File: src/rtl/rq_ram.sv
// Generic single-port-write, single-port-read RAM with registered read.
// No dependencies.
`default_nettype none
module rq_ram #(
  parameter int WIDTH = 8,
  parameter int DEPTH = 32,
  parameter int AW    = 5
) (
  input  wire logic             clk_i,
  input  wire logic             we_i,
  input  wire logic [AW-1:0]    waddr_i,
  input  wire logic [WIDTH-1:0] wdata_i,
  input  wire logic [AW-1:0]    raddr_i,
  output logic      [WIDTH-1:0] rdata_o
);

  logic [WIDTH-1:0] mem [DEPTH];
  logic [WIDTH-1:0] rdata_q;

  always_ff @(posedge clk_i) begin
    if (we_i) begin
      mem[waddr_i] <= wdata_i;
    end
    rdata_q <= mem[raddr_i];
  end

  assign rdata_o = rdata_q;

endmodule
`default_nettype wire

File: config.mk
export PLATFORM = sky130hd
export DESIGN_NAME = rq_ram
export DESIGN_NICKNAME = d
export VERILOG_FILES = /design/src/rtl/rq_ram.sv
export SDC_FILE = /design/constraint.sdc
export NUM_CORES = 1
export LEC_CHECK = 0
export ABC_AREA = 1
export BUFFER_PORTS_ARGS = -buffer_cell sky130_fd_sc_hd__buf_2
export CAP_MARGIN = 20
export CORE_MARGIN = 2
export CORE_UTILIZATION = 49
export DETAILED_ROUTE_END_ITERATION = 8
export MAX_ROUTING_LAYER = met4
export PLACE_DENSITY = 0.72
export SYNTH_ARGS = -nofsm -noshare
export SYNTH_HDL_FRONTEND = slang
export SYNTH_SLANG_ARGS = --single-unit
File: constraint.sdc
create_clock -name clk_i -period 2.8 [get_ports clk_i]
set_input_delay 0.14 -clock clk_i [delete_from_list [all_inputs] [get_ports clk_i]]
set_output_delay 0.14 -clock clk_i [all_outputs]
set_load 0.005 [all_outputs]
* Word-level counts from Yosys, hierarchy flattened *
Memories as Yosys holds them, arrays and structs flattened. A register that Yosys moved wholly into a read port is not among the register bits.
Index checks and enable logic that the tools add are counted.

word-level totals
  register bits = 0
  bits in writable memories = 256
  logic and storage cells = 3
  memories = 1

cells by class
  muxes and demuxes = 2

memories
  memory  depth  width  rd ports  clocked after Yosys merged registers in  wr ports  RTL line  source
  mem     32     8      1         1                                        1         17        logic [WIDTH-1:0] mem [DEPTH];

operators with widths
  operator  number
  $mux 1    2

* Depth between registers and ports, before layout *
  depth in word-level cells = 2
  depth in mapped cells = 11
  mapped depth without buffers = 9

* Worst setup path before layout *
Ideal clock, no wire load.

  path kind = input to register
  from = input port waddr_i[0]
  to = memory mem[0][0] (enable)
  library setup time = 0.370 ns
  arrival time = 0.804 ns
  required time = 2.430 ns
  setup slack = 1.626 ns
  stages = 3
  path buffers = 0
  cell sequence = inv_1 -> nand3_1 -> nor2_1

RTL lines
  item             RTL line  source
  start, declared  11        input wire logic [AW-1:0] waddr_i,
  end, declared    17

No word-level cell before the write port.

* Final worst setup path *
  from = input port waddr_i[0]
  to = memory mem[2][4] (enable)

No word-level cell before the write port.

==> impl_metrics.py <==
metrics = {
    "synthesis": {
        "ys_seq_area_share_pct": 72.75,
        "syn_avg_cell_area_um2": 11.70,
        "synth_nets": 942,
        "synth_simple_gate_area_share_pct": 23.11,
        "yosys_warnings": 0,
        "synth_fa_ha_area_share_pct": 0,
        "synth_compound_area_share_pct": 0,
        "postSynthCellCount": 922,
        "syn_area_um2": 10790,
        "synth_xor_xnor_area_share_pct": 0,
        "synthMuxAreaShare_pct": 0,
        "synth_top_family_by_area": "simple AND/OR/NAND/NOR gates",
        "yosys_register_bits": 264,
        "synth_cell_types": 12,
    },
    "cts": {
        "cts_buffers": 27,
        "tritoncts": "built",
        "cts.sinks": 264,
        "clockRootBuffer": "clkbuf_16",
        "clockBufferDepth": 3,
        "htree_num_levels": 1,
        "clock_latency_ns": 0.53,
        "cts.reportedPaths.clkPinSlew_ns": 0.06,
    },
    "timing": {
        "report.final.slew_viol_count": 0,
        "setup_violations": 0,
        "fmax_mhz": 774.8,
        "post-route-period-util_pct": 46.10,
        "slew_headroom_pct": 47.97,
        "rsz0062_at_grt": "no",
        "whs_ns": 0.09772,
        "period_minus_slack_ns": 1.291,
        "worst_slew_pin_slew_ns": 0.7776,
        "hold_viol": 0,
        "finalWorstSetupSlack_ns": 1.509,
        "fin_worst_skew_ns": 0.009035,
        "tns_ns": 0,
    },
    "setup_path": {
        "endpoint_kind": "flip-flop",
        "path_max_fanout": 8,
        "r2r_start": "mem[15][1]",
        "crit_chain": "buf_2, inv_1, nand3_1, nor2_1",
        "crit_required_ns": 2.96,
        "path_delay_family": "simple AND/OR/NAND/NOR gates",
        "startpoint_type": "input pin",
        "critPathKind": "in -> reg",
        "worstSetupStartpoint": "waddr_i[0]",
        "critPathBufInv": 2,
        "crit_arrival_ns": 1.45,
        "cp_slowest_cell": "nor2_1",
        "critPathMaxStageDelay_ns": 0.76,
    },
    "route": {
        "totalWireLength_mm": 23.02,
        "viasPerCell": 5.520,
        "drt_iter0_drc": 726,
        "drcViolationCount": 0,
        "vias": 6850,
        "dr.pass1.iters": 5,
        "drtAntennaViolNets": 0,
        "wl_per_cell_um": 18.55,
    },
    "job": {
        "maxCapViolations": 0,
    },
    "layout": {
        "stdcell_area_um2": 11880,
        "mostFrequentLayoutCell": "nand2_1",
        "nets": 958,
        "layout_common_cells": "360 x nand2_1, 256 x edfxtp_1, 204 x nand3_1",
        "stdcell_count": 1241,
        "final_layout_size_suffix_gt1_share_pct": 8.446,
        "multi_input_area_um2": 2492,
        "final-seq-area_um2": 7848,
        "area_growth_pct": 10.14,
        "fillCellCount": 1749,
    },
    "global_route": {
        "track_usage_pct": 20.38,
        "antenna_found_initial": 2,
        "grt_pass1_vias": 6554,
        "grt_pass1_wl_mm": 35.96,
        "grt_max_degree": 129,
        "grt_remaining_overflow": 0,
    },
    "power": {
        "cellPowerDensity_nw_per_um2": 708.2,
        "leakage_nw": 4.385,
        "irDropWorstVdd_mv": 0.5815,
    },
    "place": {
        "place_area_um2": 10990,
        "post-place-ws_ns": 0.9365,
        "dp_cells": 1188,
        "io_buffers": 27,
        "dp_hpwl_mm": 13.25,
        "gp_congestion": 0.8066,
    },
    "floorplanning": {
        "row_count": 54,
        "die_x_um": 152.4,
        "die_h_um": 152.4,
        "core_area_um2": 21690,
        "die_area_um2": 23220,
        "initial_utilization_pct": 49.73,
        "num_io_pins": 28,
    },
    "min_path": {
        "worstHoldStart": "raddr_i[3]",
        "hold_class": "in -> reg",
    },
    "status": {
        "status": "completed",
    },
}
through the flow:
stage                     utilization [%]  power (W)
after floorplan                         -   0.004806
after global placement              50.66   0.004975
after detailed placement            50.66   0.004986
after CTS                           54.75   0.008457
after global routing                54.78   0.008676
final                               54.78   0.008414
final cells by class:
class / instances / share of cell area [%]
clock inverter: 16 / 1.390
timing repair buffer: 39 / 2.254
inverter: 10 / 0.3370
tap: 280 / 2.949
clock buffer: 34 / 5.993
sequential: 264 / 66.06
multi-input combinational: 596 / 20.98
antenna: 2 / 0.04213
state kept, by name (all words and copies together) (netlist names):
register / count
rdata_o: 8
mem: 256
report_power, final:
group	internal, W	switching [W]
clock	0.00208	0.00143
sequential	0.00439	0.0000191
combinational	0.000130	0.000364
path summary, 6_finish.rpt:
kind                              endpoint  slack (ns)  cells after the start
worst max register to register  rdata_o[1]        1.62                      8
worst min register to register  rdata_o[6]        0.76                      8
worst max-delay path             mem[2][4]        1.51                      4
worst min-delay path            rdata_o[6]         0.1                      5
cell families after synthesis:
family	count (synthesis)
buffers and inverters	62
flip-flops	264
AND/OR/NAND/NOR	596
worst register-to-register path, cell delays in order, from the launching register on:
cell and delay [ns]:
edfxtp_1 0.35, nand2_1 0.07, nand3_1 0.10, nand3_1 0.17, nand2_1 0.07, nand2_1 0.06
nand2_1 0.05, nand2_1 0.11, nand2_1 0.07
synth_stat cells:
library cell	n	share of area, %
nand2_1	360	13
edfxtp_1	256	71
nand3_1	204	9.5
nor2_1	32	1.1
buf_6	24	2.5
buf_2	15	0.70
dfxtp_1	8	1.5
inv_1	8	0.28
clkbuf_1	7	0.24
buf_4	4	0.28
buf_1	2	0.070
inv_2	2	0.070
routing by layer:
layer | up-vias | GRT usage [%] | share of wire [%]
li1 | 3231 | - | -
met1 | 3269 | 28.87 | 44
met2 | 309 | 30.93 | 46
met3 | 41 | 3.470 | 7.9
met4 | 0 | 5.518 | 2.4
met5 | - | - | 0
timing repair:
action	CTS	global route
hold buffers	1	0
resized for setup	0	0
endpoints found under the hold margin	4	0
setup buffers	0	0
(Power assumes the default switching activity.)
